$ cat src/cll_pkg.sv
// ---------------------------------------------------------------------------
// cll_pkg
// types, codes and character classes shared by the command line lexer
// ---------------------------------------------------------------------------
package cll_pkg;

    // line offsets
    localparam int MAX_LINE  = 1024;
    localparam int POS_W     = 10;
    localparam logic [POS_W-1:0] POS_MAX = POS_W'((MAX_LINE - 1 < 1023) ? MAX_LINE - 1 : 1023);

    // result word packing
    localparam int KIND_W   = 3;
    localparam int M_DATA_W = 24;

    // token kinds
    localparam logic [KIND_W-1:0] KIND_NUMBER   = 3'd0;
    localparam logic [KIND_W-1:0] KIND_IDENT    = 3'd1;
    localparam logic [KIND_W-1:0] KIND_PIPE     = 3'd2;
    localparam logic [KIND_W-1:0] KIND_REDIRECT = 3'd3;
    localparam logic [KIND_W-1:0] KIND_EOL      = 3'd4;
    localparam logic [KIND_W-1:0] KIND_SHORT    = 3'd5;
    localparam logic [KIND_W-1:0] KIND_LONG     = 3'd6;
    localparam logic [KIND_W-1:0] KIND_OPER     = 3'd7;

    // characters of interest
    localparam logic [7:0] CH_PIPE  = 8'h7C;
    localparam logic [7:0] CH_GT    = 8'h3E;
    localparam logic [7:0] CH_LT    = 8'h3C;
    localparam logic [7:0] CH_SEMI  = 8'h3B;
    localparam logic [7:0] CH_DOT   = 8'h2E;
    localparam logic [7:0] CH_MINUS = 8'h2D;
    localparam logic [7:0] CH_PLUS  = 8'h2B;
    localparam logic [7:0] CH_UNDER = 8'h5F;
    localparam logic [7:0] CH_TAB   = 8'h09;
    localparam logic [7:0] CH_SPACE = 8'h20;

    // lexer modes
    typedef enum logic [2:0] {
        MODE_IDLE      = 3'd0,
        MODE_INT       = 3'd1,
        MODE_FRAC      = 3'd2,
        MODE_IDENT     = 3'd3,
        MODE_OPT_MINUS = 3'd4,
        MODE_OPT_PLUS  = 3'd5,
        MODE_SHORT     = 3'd6,
        MODE_LONG      = 3'd7
    } mode_t;

    // one token descriptor
    typedef struct packed {
        logic [KIND_W-1:0] kind;
        logic [POS_W-1:0]  start;
        logic [POS_W-1:0]  length;
        logic              last;
    } token_t;

    function automatic logic is_digit(input logic [7:0] c);
        return c inside {[8'h30:8'h39]};
    endfunction

    function automatic logic is_letter(input logic [7:0] c);
        return c inside {[8'h61:8'h7A], [8'h41:8'h5A]};
    endfunction

    function automatic logic is_word(input logic [7:0] c);
        return is_letter(c) || is_digit(c) || (c == CH_UNDER);
    endfunction

    // mode after c extends the open token, idle when c closes it
    function automatic mode_t extend_mode(input mode_t m, input logic [7:0] c);
        mode_t r;
        r = MODE_IDLE;
        case (m)
            MODE_INT: begin
                if (is_digit(c)) r = MODE_INT;
                else if (c == CH_DOT) r = MODE_FRAC;
            end
            MODE_FRAC:      if (is_digit(c)) r = MODE_FRAC;
            MODE_IDENT:     if (is_word(c)) r = MODE_IDENT;
            MODE_OPT_MINUS: begin
                if (c == CH_MINUS) r = MODE_LONG;
                else if (is_word(c)) r = MODE_SHORT;
            end
            MODE_OPT_PLUS: begin
                if (c == CH_PLUS) r = MODE_LONG;
                else if (is_word(c)) r = MODE_SHORT;
            end
            MODE_SHORT:     if (is_word(c)) r = MODE_SHORT;
            MODE_LONG:      if (is_word(c)) r = MODE_LONG;
            default:        r = MODE_IDLE;
        endcase
        return r;
    endfunction

    function automatic logic [KIND_W-1:0] kind_of_mode(input mode_t m);
        logic [KIND_W-1:0] k;
        case (m)
            MODE_INT, MODE_FRAC: k = KIND_NUMBER;
            MODE_IDENT:          k = KIND_IDENT;
            MODE_LONG:           k = KIND_LONG;
            default:             k = KIND_SHORT;
        endcase
        return k;
    endfunction

endpackage

$ cat src/command_line_lexer_core.sv
// Latency: from an empty queue, a word's first token is on m_* in the cycle after acceptance.
// Throughput: one character word per cycle while the four-entry queue holds at most one token;
// a word giving two or three tokens drains them one per cycle with m_tready high; input waits.
// Reset: aresetn low clears the lexer state, the line offset and the token queue.
// ---------------------------------------------------------------------------
// command_line_lexer_core
// lexes a console command line one character per word into token descriptors
// ---------------------------------------------------------------------------
module command_line_lexer_core
    import cll_pkg::*;
(
    input  logic                aclk,
    input  logic                aresetn,
    // input characters
    input  logic                s_tvalid,
    output logic                s_tready,
    input  logic [7:0]          s_tdata,   // [7:0] ch
    input  logic                s_tlast,   // line_end
    // token descriptors
    output logic                m_tvalid,
    input  logic                m_tready,
    output logic [M_DATA_W-1:0] m_tdata,   // [2:0] token_kind, [12:3] token_start,
                                           // [22:13] token_length, [23] zero
    output logic                m_tlast    // run_last
);

    localparam int NCAND = 4;

    // lexer state
    mode_t            mode_reg, mode_next;
    logic [POS_W-1:0] start_reg, start_next;
    logic [POS_W-1:0] pos_reg, pos_next;
    logic             lwe_reg, lwe_next;

    // token queue
    token_t     fifo_reg [4];
    logic [1:0] wptr_reg, wptr_next;
    logic [1:0] rptr_reg, rptr_next;
    logic [2:0] count_reg, count_next;

    logic             accept, pop;
    logic [7:0]       c;
    logic [POS_W-1:0] end_pos;
    mode_t            ext, mode_after;
    logic [POS_W-1:0] start_after;
    logic             consumed, lwe_after;
    token_t           cand [NCAND];
    logic [NCAND-1:0] cand_vld;
    logic [1:0]       wr_idx [NCAND];
    logic [2:0]       push_n;

    assign accept   = s_tvalid && s_tready;
    assign pop      = m_tvalid && m_tready;
    assign s_tready = (count_reg <= 3'd1);
    assign m_tvalid = (count_reg != 3'd0);
    assign c        = s_tdata;

    // token candidates in emission order and the state after this character
    always_comb begin
        for (int k = 0; k < NCAND; k++) begin
            cand[k] = '0;
        end
        cand_vld    = '0;
        end_pos     = (pos_reg < POS_MAX) ? pos_reg + POS_W'(1) : POS_MAX;
        ext         = extend_mode(mode_reg, c);
        consumed    = (mode_reg != MODE_IDLE) && (ext != MODE_IDLE);
        mode_after  = MODE_IDLE;
        start_after = start_reg;

        // open token closed by this character
        if (mode_reg != MODE_IDLE && ext == MODE_IDLE) begin
            cand_vld[0]    = 1'b1;
            cand[0].kind   = kind_of_mode(mode_reg);
            cand[0].start  = start_reg;
            cand[0].length = pos_reg - start_reg;
        end

        if (consumed) begin
            mode_after = ext;
        end else if (c == CH_SPACE || c == CH_TAB) begin
            mode_after = MODE_IDLE;
        end else if (is_digit(c)) begin
            mode_after  = MODE_INT;
            start_after = pos_reg;
        end else if (is_letter(c) || c == CH_UNDER) begin
            mode_after  = MODE_IDENT;
            start_after = pos_reg;
        end else if (c == CH_MINUS) begin
            mode_after  = MODE_OPT_MINUS;
            start_after = pos_reg;
        end else if (c == CH_PLUS) begin
            mode_after  = MODE_OPT_PLUS;
            start_after = pos_reg;
        end else begin
            // one-character token
            cand_vld[1]    = 1'b1;
            cand[1].start  = pos_reg;
            cand[1].length = POS_W'(1);
            if (c == CH_PIPE) cand[1].kind = KIND_PIPE;
            else if (c == CH_GT || c == CH_LT) cand[1].kind = KIND_REDIRECT;
            else if (c == CH_SEMI) cand[1].kind = KIND_EOL;
            else cand[1].kind = KIND_OPER;
        end

        // line end closes what is open
        if (s_tlast && mode_after != MODE_IDLE) begin
            cand_vld[2]    = 1'b1;
            cand[2].kind   = kind_of_mode(mode_after);
            cand[2].start  = start_after;
            cand[2].length = end_pos - start_after;
        end

        // end-of-line flag after the tokens above
        if (cand_vld[2]) lwe_after = 1'b0;
        else if (cand_vld[1]) lwe_after = (cand[1].kind == KIND_EOL);
        else if (cand_vld[0]) lwe_after = 1'b0;
        else lwe_after = lwe_reg;

        // appended end-of-line token
        if (s_tlast && !lwe_after) begin
            cand_vld[3]    = 1'b1;
            cand[3].kind   = KIND_EOL;
            cand[3].start  = end_pos;
            cand[3].length = '0;
        end

        // run end marks and queue slots
        push_n = '0;
        for (int k = 0; k < NCAND; k++) begin
            wr_idx[k]    = wptr_reg + push_n[1:0];
            cand[k].last = cand_vld[k] && ((cand_vld >> (k + 1)) == '0);
            push_n       = push_n + {2'b00, cand_vld[k]};
        end
    end

    // next lexer state
    always_comb begin
        mode_next  = mode_reg;
        start_next = start_reg;
        pos_next   = pos_reg;
        lwe_next   = lwe_reg;
        if (accept) begin
            if (s_tlast) begin
                mode_next  = MODE_IDLE;
                start_next = '0;
                pos_next   = '0;
                lwe_next   = 1'b0;
            end else begin
                mode_next  = mode_after;
                start_next = start_after;
                pos_next   = end_pos;
                lwe_next   = lwe_after;
            end
        end
    end

    // queue pointers
    always_comb begin
        wptr_next  = accept ? wptr_reg + push_n[1:0] : wptr_reg;
        rptr_next  = pop ? rptr_reg + 2'd1 : rptr_reg;
        count_next = count_reg - {2'b00, pop} + (accept ? push_n : 3'd0);
    end

    // control registers
    always_ff @(posedge aclk) begin
        if (!aresetn) begin
            mode_reg  <= MODE_IDLE;
            start_reg <= '0;
            pos_reg   <= '0;
            lwe_reg   <= 1'b0;
            wptr_reg  <= '0;
            rptr_reg  <= '0;
            count_reg <= '0;
        end else begin
            mode_reg  <= mode_next;
            start_reg <= start_next;
            pos_reg   <= pos_next;
            lwe_reg   <= lwe_next;
            wptr_reg  <= wptr_next;
            rptr_reg  <= rptr_next;
            count_reg <= count_next;
        end
    end

    // token queue storage
    always_ff @(posedge aclk) begin
        for (int k = 0; k < NCAND; k++) begin
            if (accept && cand_vld[k]) begin
                fifo_reg[wr_idx[k]] <= cand[k];
            end
        end
    end

    // result word
    always_comb begin
        m_tdata = {1'b0, fifo_reg[rptr_reg].length, fifo_reg[rptr_reg].start,
                   fifo_reg[rptr_reg].kind};
        m_tlast = fifo_reg[rptr_reg].last;
    end

endmodule

$ cat config.mk
export PLATFORM = sky130hd
export DESIGN_NAME = command_line_lexer_core
export DESIGN_NICKNAME = d
export VERILOG_FILES = /design/src/cll_pkg.sv /design/src/command_line_lexer_core.sv
export SDC_FILE = /design/constraint.sdc
export NUM_CORES = 1
export LEC_CHECK = 0
export ABC_AREA = 1
export BUFFER_PORTS_ARGS = -buffer_cell sky130_fd_sc_hd__buf_2
export CAP_MARGIN = 20
export CELL_PAD_IN_SITES_DETAIL_PLACEMENT = 0
export CELL_PAD_IN_SITES_GLOBAL_PLACEMENT = 1
export CORE_MARGIN = 5
export CORE_UTILIZATION = 45
export DETAILED_ROUTE_END_ITERATION = 7
export HOLD_SLACK_MARGIN = 0.12
export PLACE_DENSITY_LB_ADDON = 0.1
export SLEW_MARGIN = 15
export SYNTH_ARGS = -nofsm -noshare
export SYNTH_HDL_FRONTEND = slang
export SYNTH_SLANG_ARGS = --single-unit
$ cat constraint.sdc
create_clock -name aclk -period 6 [get_ports aclk]
set_clock_uncertainty 0.15 [all_clocks]
set_input_delay 0.9 -clock aclk [delete_from_list [all_inputs] [get_ports aclk]]
set_output_delay 0.9 -clock aclk [all_outputs]
set_load 0.02 [all_outputs]
After elaboration in Yosys (flattened, before gate mapping)
Memory sizes are Yosys's and may differ from the RTL's. A register that Yosys moved wholly into a read port is not among the register bits.
Index checks and enable logic that the tools add are counted.
Widths: inputs -> output; s select.
{"block": "totals", "register_bits": 31, "latch_bits": 0, "mem_bits_rw": 96, "romBits": 0, "elab_cells": 151, "mem_count": 1}
{"name": "fifo_reg", "words": 4, "word_bits": 24, "rd": 1, "rd_clocked_by_memory_dff": 1, "write_ports": 3, "line_no": "command_line_lexer_core.sv:36", "text": "token_t fifo_reg [4];"}
{"block": "classes", "n_addsub": 13, "n_mul": 0, "n_div": 0, "magnitude_cmp": 8, "eq_ne": 22, "shift": 0, "mux": 66, "bitwise_logic": 0, "reduce_logical": 34}
{"op": "$mux 23", "count": 9}
{"op": "$mux 10", "count": 9}
{"op": "$eq 8x6->1 const B", "count": 7}
{"op": "$mux 3", "count": 15}
{"op": "$mux 24", "count": 1}
{"op": "$reduce_or 24->1", "count": 1}
{"op": "$mux 1", "count": 22}
{"op": "$pmux 3 s7", "count": 1}
{"op": "$sub 10x10->10", "count": 2}
{"op": "$eq 3x3->1 const B", "count": 6}
{"op": "$pmux 3 s3", "count": 2}
{"op": "$eq 8x7->1 const B", "count": 2}
{"op": "$ge 8x7->1 const B", "count": 2}
{"op": "$le 8x7->1 const B", "count": 2}
{"op": "$logic_and 1x1->1", "count": 16}
{"op": "$mux 2", "count": 7}
{"op": "$eq 3x2->1 const B", "count": 4}
{"op": "$logic_not 4->1", "count": 3}
{"op": "$reduce_bool 3->1", "count": 4}
{"op": "$add 10x1->10 const B", "count": 1}
{"op": "$lt 10x10->1 const B", "count": 1}
{"op": "$eq 8x4->1 const B", "count": 1}
{"op": "$ge 8x6->1 const B", "count": 1}
{"op": "$le 8x6->1 const B", "count": 1}
{"op": "other kinds (15)", "count": 23}

Logic depth before layout (Yosys ltp)
Gate-level depths: netlist of the first run.
{"block": "depth", "ltp_word": 21, "ltp_mapped": 28, "ltp_nobuf": 25}

Least setup slack after synthesis of the first run
OpenSTA, ideal clock, no wires.
{"block": "synth_path", "path_kind": "input -> register", "from": "input port s_tdata[2]", "to": "register count_reg[2]", "setup_ns": 0.120, "arrival_ns": 4.441, "required_time_ns": 5.730, "setup_slack_ns": 1.288, "path_stages": 21, "path_buffers": 1, "cell_sequence": "nor2_1 -> nand3_1 -> nand3_2 -> nand3_2 -> nand2_1 -> nand2_2 -> nor2_8 -> nand3_4 -> inv_2 -> clkbuf_1 -> fa_1 -> ha_1 -> inv_1 -> fa_1 -> inv_1 -> nand2_1 -> ha_1 -> fa_1 -> xor2_1 -> o21ai_0 -> a21oi_1"}
{"block": "synth_between", "elab_chain_cells": 21, "word_cells_on_any_way": 75}
{"item": "start: declaration", "line_no": "command_line_lexer_core.sv:17", "text": "input logic [7:0] s_tdata,"}
{"item": "$ge 8x7->1 / $le 8x7->1 (equally long branches)", "line_no": "cll_pkg.sv:63", "text": "return c inside {[8'h61:8'h7A], [8'h41:8'h5A]};"}
{"item": "$logic_and 1x1->1", "line_no": "cll_pkg.sv:63"}
{"item": "$reduce_bool 2->1", "line_no": "cll_pkg.sv:63"}
{"item": "$logic_or 1x1->1 (2 in series)", "line_no": "cll_pkg.sv:67", "text": "return is_letter(c) || is_digit(c) || (c == CH_UNDER);"}
{"item": "$mux 3", "line_no": "cll_pkg.sv:83, cll_pkg.sv:87, cll_pkg.sv:89"}
{"item": "$mux 3 (on tied branches)", "line_no": "cll_pkg.sv:86, cll_pkg.sv:82"}
{"item": "$pmux 3 s7", "line_no": "cll_pkg.sv:74", "text": "case (m)"}
{"item": "$reduce_bool 3->1", "line_no": "command_line_lexer_core.sv:66", "text": "consumed = (mode_reg != MODE_IDLE) && (ext != MODE_IDLE);"}
{"item": "(+4 left out)"}
{"item": "$mux 1", "line_no": "command_line_lexer_core.sv:106", "text": "if (s_tlast && mode_after != MODE_IDLE) begin"}
{"item": "$mux 1", "line_no": "command_line_lexer_core.sv:114", "text": "if (cand_vld[2]) lwe_after = 1'b0;"}
{"item": "$logic_not 1->1", "line_no": "command_line_lexer_core.sv:120", "text": "if (s_tlast && !lwe_after) begin"}
{"item": "$logic_and 1x1->1", "line_no": "command_line_lexer_core.sv:120"}
{"item": "$mux 1", "line_no": "command_line_lexer_core.sv:120"}
{"item": "$add 3x1->3 *", "line_no": "command_line_lexer_core.sv:132", "text": "push_n = push_n + {2'b00, cand_vld[k]};"}
{"item": "$mux 3 *", "line_no": "command_line_lexer_core.sv:161", "text": "count_next = count_reg - {2'b00, pop} + (accept ? push_n : 3'd0);"}
{"item": "$add 3x3->3 *", "line_no": "command_line_lexer_core.sv:161"}
{"item": "end signal: assignment", "line_no": "command_line_lexer_core.sv:181", "text": "count_reg <= count_next;"}
{"item": "end: declaration", "line_no": "command_line_lexer_core.sv:39", "text": "logic [2:0] count_reg, count_next;"}
Every way passes the cells marked *; elsewhere a longest branch is shown, timed or not.
A chain may end at the register's enable or synchronous reset.

Final worst setup path of the first run
{"block": "layout_path", "from": "input port s_tdata[1]", "to": "register count_reg[2]"}
Same word-level chain as after synthesis.

==> results of run 1 <==
==> cells in the mapped netlist, drive strengths merged (3+ instances only) <==
master,n
clkbuf,32
nand3,115
a21oi,71
clkinv,3
nand2,526
edfxtp,48
nand4,19
buf,38
dfxtp,81
o21ai,121
ha,28
fa,5
nor2,155
nor3,15
or2,5
xnor2,3
o31ai,4
o21bai,31
xor2,12
inv,145
o22ai,18
==> power by group <==
group,switching (uW),internal [uW]
Clock,461,668
Combinational,901,393
Sequential,89.3,1120
Total,1450,2180
==> worst max-delay path, stage by stage <==
cell and delay (ps):
buf_2 120, nor2_1 160, nand3_1 120, nand3_2 100, nand3_2 110, nand2_1 100, nand2_2 90, nor2_8 190
nand3_2 310, nand3_1 190, nand2_1 100, nand2_2 150, nand2_1 270, inv_1 160, ha_1 160, inv_1 50
fa_1 490, inv_1 70, nand2_1 60, ha_1 300, fa_1 430, xor2_1 160, o21ai_0 160, a21oi_1 50
==> cell usage in the layout, fill, tap and decap left out, types with 4 or more instances in the layout <==
| master | count |
|---|---|
| nand2_1 | 512 |
| nor2_1 | 148 |
| inv_1 | 132 |
| nand3_1 | 108 |
| o21ai_0 | 94 |
| dfxtp_1 | 81 |
| a21oi_1 | 70 |
| edfxtp_1 | 48 |
| buf_2 | 38 |
| o21bai_1 | 30 |
| ha_1 | 28 |
| o21ai_1 | 26 |
| buf_4 | 26 |
| o22ai_1 | 18 |
| nand4_1 | 17 |
| clkbuf_16 | 17 |
| inv_2 | 13 |
| nor3_1 | 12 |
| xor2_1 | 12 |
| nand2_2 | 10 |
| nand3_2 | 6 |
| or2_2 | 5 |
| fa_1 | 5 |
| nand2_4 | 4 |
| o31ai_1 | 4 |
| inv_6 | 4 |
==> area by class of cell <==
class / instances / area (um^2)
clock buffer: 17 / 425
clock inverter: 15 / 196
fill: 2203 / 10400
inverter: 148 / 556
multi-input combinational: 1135 / 5530
sequential: 129 / 3060
tap: 275 / 344
timing repair buffer: 65 / 413
==> stage by stage <==
stage                     utilization (%)  cell area [um^2]  total power (uW)
after CTS                            50.2             10500              3630
final                                50.4             10500              3630
after floorplan                         -              9490              2110
after detailed placement             47.3              9870              2500
after global placement               47.3              9870              2490
after global routing                 50.4             10500              3840
==> metal layers <==
metal,track usage (%),wire [um],up-vias
li1,-,-,4828
met1,40.5,15500,4440
met2,38.7,13200,341
met3,3.53,2120,44
met4,6.92,607,0
met5,0,0,-
==> cells by family after synthesis <==
group	synth area share, %
compound gates	14.6
simple gates	37.5
buf+inv	9.50
flops	32.3
fa+ha+maj	4.75
xor+xnor	1.38
other cells	0.0395
==> path summary, 6_finish.rpt <==
path | endpoint | slack (ps)
max | count_reg[2]$_SDFF_PN0_ | 1170
min | fifo_reg[3][8]$_SDFFE_PP0P_ | 310
max reg2reg | fifo_reg[2][10]$_SDFFE_PP0P_ | 1410
min reg2reg | fifo_reg[3][8]$_SDFFE_PP0P_ | 310
==> run summary, run 1 <==
The run finished with clean final reports. Once the floorplan was initialized, standard cells occupied 45.4% of the core. Final hold slack: 314 ps.

The tree is rooted in a clkbuf_16. The total negative slack for setup checks was 0 ps; the final hold violation count was 0. The tools report the number of CTS-inserted buffers as 17.

Entering global routing, the biggest net connects 43 pins. In this run the power density over the cells is 345 mW/mm^2. The total congestion overflow after global routing is 0. The worst reg-to-reg path cell count came out at 21. The run gives 6160 ps as the data required time at the worst endpoint. STA classifies the critical path startpoint as an input port. The most critical setup path has its startpoint at s_tdata[1].

For this run, asynchronously set or reset flops after synthesis account for 0%. The run gives 6 as the detailed-routing iteration count for the pre-antenna-repair pass. The tools report the number of slew-limit violations in the final report as 0. The logs give 0 for the number of buffers added to fix hold violations after cts and 1,542 for the final-stage net count. Number of nets in the synthesized netlist: 1,528. Yosys attributes the largest share of cell area to nand2_1 20%, dfxtp_1 17%, edfxtp_1 15%, nor2_1 5.9%, nand3_1 5.7%.

After synthesis, flip-flops and latches occupy 32.3% of the total area. After clock tree synthesis, the clock-pin slew on the worst setup and hold paths is 60 ps. Summed over all instances, the cell type with the most area after synthesis is nand2_1.

The count of final setup violators is 0, and the post-detailed-routing wire length is 31,400 um. Area growth from synthesis to layout: 10.9%. TritonCTS built the clock tree. Summed over all nets, the half-perimeter wirelength after detailed placement is 23,100 um. For the number of buffers on the longest clock path, the log shows 2. The startpoint identified for the worst hold timing path is fifo_reg[3][8]$_SDFFE_PP0P_. The tools report the post-route antenna net violation count as 0. The logs give 8,808 for the via count of the first global-routing pass and 0 for the number of antenna violations at the first check in global routing. For the maximum frequency from static timing analysis, the log shows 207 MHz.

The remaining design rule violation count is 0, and the mean number of vias per cell is 5.41. In this run, synthesis produced a sequential element count of 129. In this run the number of H-tree levels came out at 4. Synthesized cell area: 0.00949 mm^2.

The critical path in this run is classified as input port to register. The tools report the violation count after the first detailed-routing iteration as 912. The critical register-to-register path startpoint is pos_reg[1]$_SDFFE_PN0P_. The post-route netlist has 10.0% of its cells at a drive strength greater than 1.

Gates resized during post-CTS repair numbered 0. Port buffering added 38 buffers. Synthesis instantiated 45 different standard cells from the library. The cell count after synthesis was 1,482; the shortest period the worst path allows was 4830 ps. The path class of the lowest-slack min-delay path was register to register.

The floorplan has 53 rows. The post-route clock period utilization is 80.6%. The core region is 0.0209 mm^2. Along the worst hold path, the cell count comes to 2. For the leakage power, the log shows 0.00501 uW.

The data arrival at the endpoint of the critical path was 5000 ps; the post-route non-filler standard cell count was 1,784. The count of inserted antenna diode cells was 0; the final routed wire length divided by cell count was 17.6 um. At the placement stage, the worst setup path has a slack of 796 ps.

The most used flip-flop cell after synthesis is dfxtp_1. Setup repair after global routing left no endpoint under its margin. Number of top-level pins: 40. The number of setup buffers added after CTS is 0. Across the run, the number of max-cap violations was 0.

Setup slack closes at 1170 ps. In this run the biggest area consumer among cell types represents 20.2% of the synthesized area. The weighted congestion reported at the end of routability-driven placement is 0.950, and the measured slew at the worst slew-check pin is 931 ps.

In the global route stage, overall resource usage came out at 26.3%. A synthesized cell averages 6.40 um^2. Across the VDD grid, the largest voltage drop is 0.181 mV.

Vertical extent of the die: 155 um. The clock net in this run drives a total of 129 sinks. The logs give 0.0241 mm^2 for the die footprint and 37.9% for the relative slew slack. In this run, synthesis inferred 48 flip-flops with an integrated enable. The Yosys step of the flow raised 0 warnings. The number of flip-flops under the largest register name is 96, and the horizontal extent of the die is 155 um. The tools report the number of cells in the design after placement as 1,751. The largest fanout of any net on the critical path was 14; the wire length of the first global-routing pass was 50,200 um. The clock latency at the later pin of the worst-skew pair is 430 ps, and the total via count in the routed design is 9,653. Endpoint kind of the worst setup timing path: a register.
(Power assumes the default switching activity.)
==> run 2: changes to the inputs <==
--- a/config.mk
+++ b/config.mk
@@ -11,7 +11,7 @@
 export CELL_PAD_IN_SITES_DETAIL_PLACEMENT = 0
 export CELL_PAD_IN_SITES_GLOBAL_PLACEMENT = 1
 export CORE_MARGIN = 5
-export CORE_UTILIZATION = 45
+export CORE_UTILIZATION = 41
 export DETAILED_ROUTE_END_ITERATION = 7
 export HOLD_SLACK_MARGIN = 0.12
 export PLACE_DENSITY_LB_ADDON = 0.1
==> constraint.sdc (replaced) <==
create_clock -name aclk -period 4.1 [get_ports aclk]
set_clock_uncertainty 0.15 [all_clocks]
set_input_delay 0.615 -clock aclk [delete_from_list [all_inputs] [get_ports aclk]]
set_output_delay 0.615 -clock aclk [all_outputs]
set_load 0.02 [all_outputs]
==> run summary, run 2 (synthesized netlist as in run 1, its figures left out) <==
STA classifies the critical path startpoint as an input port. For the post-route antenna net violation count, the log shows 0. Routability-driven placement finished with a final weighted congestion of 0.892. The multi-input combinational cells in the finished layout cover a total of 0.00575 mm^2. Dividing total power by cell area gives a power density of 451 mW/mm^2. The measured slew at the worst slew-check pin is 750 ps. The register area came out at 0.00307 mm^2. The data required time at the worst endpoint is 4260 ps, and the area growth from synthesis to layout is 22.6%. Measured along the y axis, the die boundary spans 162 um. 40 I/O pins were placed. The largest fanout of any net on the critical path was 5. The setup path with the least slack is of type input port to register. The run gives 55 as the number of standard-cell rows in the floorplan.

The tools report the number of antenna violations at the first check in global routing as 1. Most common cell after layout, fill and taps aside: nand2_1. Endpoint kind of the worst setup timing path: a register.

From left edge to right edge, the die measures 162 um. For this block, the initial DRC count from the detailed router was 823. Measured against its own limit, the worst slew margin works out to 49.5%. The run gives 2,327 as the number of filler instances in the final layout. The worst hold path belongs to the class register to register. After floorplanning, the core was sized to cover 0.0227 mm^2. For the via count of the first global-routing pass, the log shows 9,116. Dividing the detail-routed wire length by the instance count gives 17.1 um.

Summed over all layers, the routed wires come to 32,500 um. Number of buffer cells added on primary ports: 38. Dividing the detail-routed via count by the number of cells gives 5.17. The post-route clock period utilization came out at 96.3%.

The tree is rooted in a clkbuf_16. The total congestion overflow after global routing was 0. Number of sinks driven by the clock tree: 129. In this run the deepest clock path goes through 2 buffers. At the worst endpoint, the arrival time is 4110 ps. Global routing used 24.9% of the available tracks. The clock-pin slew reported for the worst setup and hold paths after clock tree synthesis works out to 50 ps.

Across the run, the number of max-cap violations was 0. The logs give 253 MHz for the maximum frequency from static timing analysis and 0 for the count of final setup violators. For this run, the post-layout net count is 1,654.

The run gives 0.00561 uW as the leakage power. The first global-routing pass estimated 52,100 um of wire. The register with the most flip-flops in the layout has 96 of them.

The tools report the placed wire-length estimate after detailed placement as 24,600 um. The count of inserted antenna diode cells was 0. The run finished with clean final reports. Hold timing on the final database bottoms out at a slack of 313 ps. For the finished layout, the period the worst path requires is 3950 ps. Across all layers, the routed design uses 9,840 vias. The tools report the number of buffers added to fix hold violations after cts as 0. In this run, CTS created clock tree buffers numbering 17.

The H-tree generated during clock tree synthesis spans 4 levels. Once the floorplan was initialized, standard cells occupied 41.8% of the core. For the final routed database, the setup TNS stands at 0 ps. The clock latency at the later pin of the worst-skew pair came out at 420 ps. In the layout the commonest cells are 497 x nand2_1, 141 x nor2_1, 128 x buf_4, 127 x inv_1, 106 x nand3_1. Entering global routing, the biggest net connects 55 pins. The post-route netlist has 18.5% of its cells at a drive strength greater than 1. The run gives 0.300 mV as the peak supply drop. TritonCTS built the clock tree. For the remaining design rule violation count, the log shows 0. The number of slew-limit violations in the final report came out at 0. The die footprint is 0.0263 mm^2.

The final hold violation count came out at 0. The detailed-routing iteration count for the pre-antenna-repair pass was 7. Setup repair after global routing could not meet its margin everywhere.
## run 2: cell types whose count changed in the layout (fill, tap and decap cells not counted), sizes merged
cell / change
clkinvlp: -1
clkinv: +6
bufinv: -3
buf: +111
clkbuf: +2
inv: -4
## run 2: final cells by class
| class | instances | area share [%] |
|---|---|---|
| multi-input cells | 1135 | 49.4 |
| well taps | 285 | 3.07 |
| repair buffers | 177 | 11.8 |
| clock buffers | 18 | 3.69 |
| flip-flops and latches | 129 | 26.4 |
| clock inverters | 13 | 0.753 |
| inverters | 148 | 4.86 |
## run 2: critical path, stage by stage
cell and delay [ps]:
buf_6 100, nor2_4 110, inv_2 60, nor2_4 150, nand2_2 80, o21ai_2 170, nor2_1 70, nand2_2 120
inv_4 70, buf_6 130, nand3_4 70, inv_4 40, fa_1 560, ha_2 180, inv_2 30, fa_1 500
inv_1 60, nand2_2 70, ha_4 200, fa_2 390, xor2_2 150, o21ai_1 130, a21oi_1 50
## run 2: final timing paths
check	from	to	slack [ps]	cells past startpoint
min	fifo_reg[2][2]$_SDFFE_PP0P_	fifo_reg[2][2]$_SDFFE_PP0P_	310	2
max reg2reg	mode_reg[2]$_SDFFE_PN0P_	count_reg[2]$_SDFF_PN0_	190	24
max	s_tdata[6]	count_reg[2]$_SDFF_PN0_	150	23
min reg2reg	fifo_reg[2][2]$_SDFFE_PP0P_	fifo_reg[2][2]$_SDFFE_PP0P_	310	2
## run 2: per-layer routing
metal | track usage [%] | wire [um] | vias to the layer above
li1 | - | - | 5054
met1 | 37.6 | 16200 | 4515
met2 | 38.1 | 14300 | 251
met3 | 2.99 | 1600 | 20
met4 | 5.65 | 444 | 0
met5 | 0 | 0 | -
## run 2: timing repair
action,in CTS,in global routing
gates resized for setup,0,65
endpoints found under the setup margin,0,67
endpoints found under the hold margin,0,0
setup buffers,0,3
## run 2: power breakdown
part | internal, uW | switching (uW) | leakage, uW | total [uW]
Sequential | 1630 | 118 | 0.00114 | 1750
Combinational | 742 | 1380 | 0.00422 | 2130
Clock | 766 | 603 | 0.000247 | 1370
## run 2: stage by stage
step	instances	instance area, um^2	setup WS [ps]	util, %	power [uW]
global route	1905	11600	-92.8	51.2	5580
finish	1905	11600	151	51.2	5240
detailed placement	1871	10900	-357	48.0	3880
global placement	1871	10900	-327	48.0	3860
CTS	1902	11400	16.2	50.2	5250
floorplan	1482	9560	-153	-	3110
==> run 3: changes to the inputs <==
--- a/config.mk
+++ b/config.mk
@@ -5,13 +5,12 @@
 export SDC_FILE = /design/constraint.sdc
 export NUM_CORES = 1
 export LEC_CHECK = 0
-export ABC_AREA = 1
 export BUFFER_PORTS_ARGS = -buffer_cell sky130_fd_sc_hd__buf_2
 export CAP_MARGIN = 20
 export CELL_PAD_IN_SITES_DETAIL_PLACEMENT = 0
 export CELL_PAD_IN_SITES_GLOBAL_PLACEMENT = 1
 export CORE_MARGIN = 5
-export CORE_UTILIZATION = 41
+export CORE_UTILIZATION = 44
 export DETAILED_ROUTE_END_ITERATION = 7
 export HOLD_SLACK_MARGIN = 0.12
 export PLACE_DENSITY_LB_ADDON = 0.1
==> run summary, run 3 <==
The logs give 0 for the number of slew-limit violations in the final report and -1000 ps for the pre-CTS worst setup slack. The number of antenna violations at the first check in global routing was 0; the relative slew slack was 20.7%. During synthesis, Yosys emitted a total of 0 warnings.

The remaining design rule violation count is 0. Number of cells in the design after placement: 1,415. The H-tree was split into 4 levels. The floorplan step defined a die boundary enclosing 0.0236 mm^2. Timing would allow up to 218 MHz. Synthesis inferred 129 register bits. Yosys instantiated no cell more often than nor2_1. The peak supply drop is 0.301 mV.

The tools report the data required time at the worst endpoint as 4280 ps. By count the netlist is led by 88 x nor2_1, 81 x dfxtp_1, 74 x o21ai_0. For the placed wire-length estimate after detailed placement, the log shows 24,500 um. After routing, the total negative slack on setup checks comes to -12,860 ps. 40 I/O pins were placed. The maximum number of pins on one net before global-route repair came out at 33. The per-instance average area after synthesis was 9.08 um^2. For this run, the detailed router's first-pass iteration total came to 6.

The worst-case setup margin in the final layout was -494 ps. The final-stage net count was 1,272; the share of cells above drive strength 1 was 46.0%. The count of flip-flops with a built-in enable after synthesis came out at 48.

The clock-pin slew reported for the worst setup and hold paths after clock tree synthesis was 70 ps. The run finished, with violations left. The async set-or-reset flop fraction in the synthesized netlist works out to 0%. Leakage power: 0.00530 uW. The first global-routing pass estimated 53,100 um of wire. The first routing iteration left 1,104 violations. The number of nets in the synthesized netlist was 1,046; the horizontal extent of the die was 154 um.

The library cell used most frequently in the layout, excluding fill and tap cells, is buf_4. Relative to the synthesized area, the layout overhead comes to 50.6%. The cell count after synthesis was 1,000; the vertical extent of the die was 154 um.

The worst hold path was traced through 2 stages. Across the run, the number of max-cap violations was 0. In the post-synthesis netlist, the biggest area contributors are dfxtp_1 18%, edfxtp_1 16%, mux4_2 6.0%, mux2i_1 4.4%, o21ai_0 4.1%.

In this run, distinct cell masters in the synthesized netlist total 78. The count of inserted antenna diode cells is 0, and the combined buffer and inverter count along the critical path is 3. For this configuration, the core starts out at a cell density of 44.7%. The congestion estimate from routability-driven global placement came to 0.957. For this run, the total global-route usage over all layers was measured as 28.8%. The number of cells on the critical path came out at 17. In the synthesized netlist the dominant register cell turns out to be dfxtp_1. During placement, the flow inserted port buffers numbering 38. Counting the buffers created by CTS gives 17. In this run the power density over the cells is 475 mW/mm^2. The final hold violation count is 0.

In this run the cell area of the synthesized design comes to 0.00908 mm^2. The measured slew at the worst slew-check pin is 1180 ps. The tools report the cell at the root of the clock tree as clkbuf_16.

The largest fanout of any net on the critical path came out at 3. Of the post-synthesis cell area, the dominant cell type holds 17.9%. The number of buffers on the longest clock path is 2, and the area of the core is 0.0203 mm^2. The cell family contributing the most delay on the critical path is adder cells. Post-route antenna net violation count: 0. The worst path uses 112% of the clock period. The proportion of synthesized chip area in sequential cells is 33.7%.

TritonCTS built the clock tree. The shortest period the worst path allows came out at 4590 ps. Traced cell by cell, the critical path runs through buf_2, or4b_4, a2111oi_4, a221o_1, nor3_2, nand3_4, inv_4, fa_1, ha_2, inv_2, fa_2, nand2b_4, ha_4, fa_2, xnor2_1, or3_1, and3_1. Start-to-end type of the worst setup path: input port to register. The run gives 430 ps as the clock latency at the later pin of the worst-skew pair. The endpoint kind of the worst setup timing path is a register. The cell with the largest stage delay on the worst path was fa_2. The final reports fail on negative setup slack. In the routed layout, each cell is associated on average with a via count of 6.41. The largest stage delay on the critical path is 580 ps. The clock drives 129 sinks. After global routing the overflow that remains totals 0.

Excluding fillers, the count of instances in the completed layout stands at 1,509. The synthesized design spends more area on one cell type than any other, namely dfxtp_1. The run gives 4770 ps as the data arrival at the endpoint of the critical path. The via count of the first global-routing pass came out at 8,923. The worst reg-to-reg path cell count was 16; the post-detailed-routing wire length was 37,700 um. After detailed routing, the average wire length per cell comes to 25.0 um. Setup repair after global routing could not meet its margin everywhere. Startpoint kind of the worst setup timing path: an input port. The detailed router placed 9,670 vias in this run. The most numerous cell type found on the critical path is fa_2. The tools report the number of standard-cell rows in the floorplan as 52. Path class of the lowest-slack min-delay path: register to register. The number of flip-flops under the largest register name is 96. The library cells used most frequently in the layout, excluding fill and tap cells, are 176 x buf_4, 80 x dfxtp_1, 65 x nor2_1, 48 x edfxtp_1. Fill cells in the final layout number 1,565. Count of final setup violators: 111.
[run 3: final cells by class]
| class | count | area, um^2 | share of cell area [%] |
|---|---|---|---|
| repair buffers | 282 | 2650 | 19.4 |
| clock inverters | 13 | 144 | 1.05 |
| multi-input cells | 764 | 6900 | 50.4 |
| well taps | 270 | 338 | 2.47 |
| flip-flops and latches | 129 | 3060 | 22.4 |
| inverters | 32 | 125 | 0.915 |
| clock buffers | 19 | 454 | 3.32 |
[run 3: where the power goes]
| part | leakage, uW | switching [uW] | internal (uW) | total (uW) |
|---|---|---|---|---|
| combinational | 0.00389 | 1610 | 1420 | 3040 |
| sequential | 0.00111 | 183 | 1700 | 1890 |
| clock | 0.000295 | 677 | 894 | 1570 |
[run 3: worst min-delay path, stage by stage, from the launching register on]
cell      delay [ps]
dfxtp_1          310
mux2i_1          120
a211oi_1          80
[run 3: metal layers]
layer	vias up	track usage, %	part of all wire (%)
met4	0	10.1	4.4
li1	4296	-	-
met5	-	0	0
met1	4713	39.4	42
met3	107	4.83	8.4
met2	554	46.3	46
[run 3: kinds of logic (layout without fill, tap and decap cells)]
group,after synthesis,count (layout),share of synthesized area (%)
compound gates,330,331,25.4
xor+xnor,28,28,2.70
fa+ha+maj,33,33,4.96
buf+inv,112,346,5.33
flops,129,129,33.7
mux,65,65,10.5
other cells,1,1,0.0413
simple gates,302,306,17.4
[run 3: path summary, 6_finish.rpt]
check	endpoint	from	slack, ps
worst max-delay path	count_reg[2]$_SDFF_PN0_	s_tdata[7]	-490
worst min-delay path	fifo_reg[1][7]$_SDFFE_PP0P_	fifo_reg[1][7]$_SDFFE_PP0P_	410
worst max register to register	count_reg[2]$_SDFF_PN0_	mode_reg[0]$_SDFFE_PN0P_	-390
worst min register to register	fifo_reg[1][7]$_SDFFE_PP0P_	fifo_reg[1][7]$_SDFFE_PP0P_	410
[run 3: per-stage QoR]
stage / util [%] / total power (uW) / hold WS [ps] / cell area, um^2
2_1_floorplan: - / 3500 / 354 / 9480
3_3_place_gp: 54.3 / 4210 / 382 / 11000
3_5_place_dp: 54.3 / 4250 / 386 / 11000
4_1_cts: 62.0 / 6050 / 405 / 12600
5_1_grt: 67.4 / 6760 / 446 / 13700
6_report: 67.4 / 6500 / 410 / 13700
[run 3: what timing repair did]
item,CTS,global route
gates resized for setup,122,176
buffers inserted,26,21
hold buffers,0,0
endpoints found under the setup margin,142,142
pin swaps,64,105
cloned,10,12
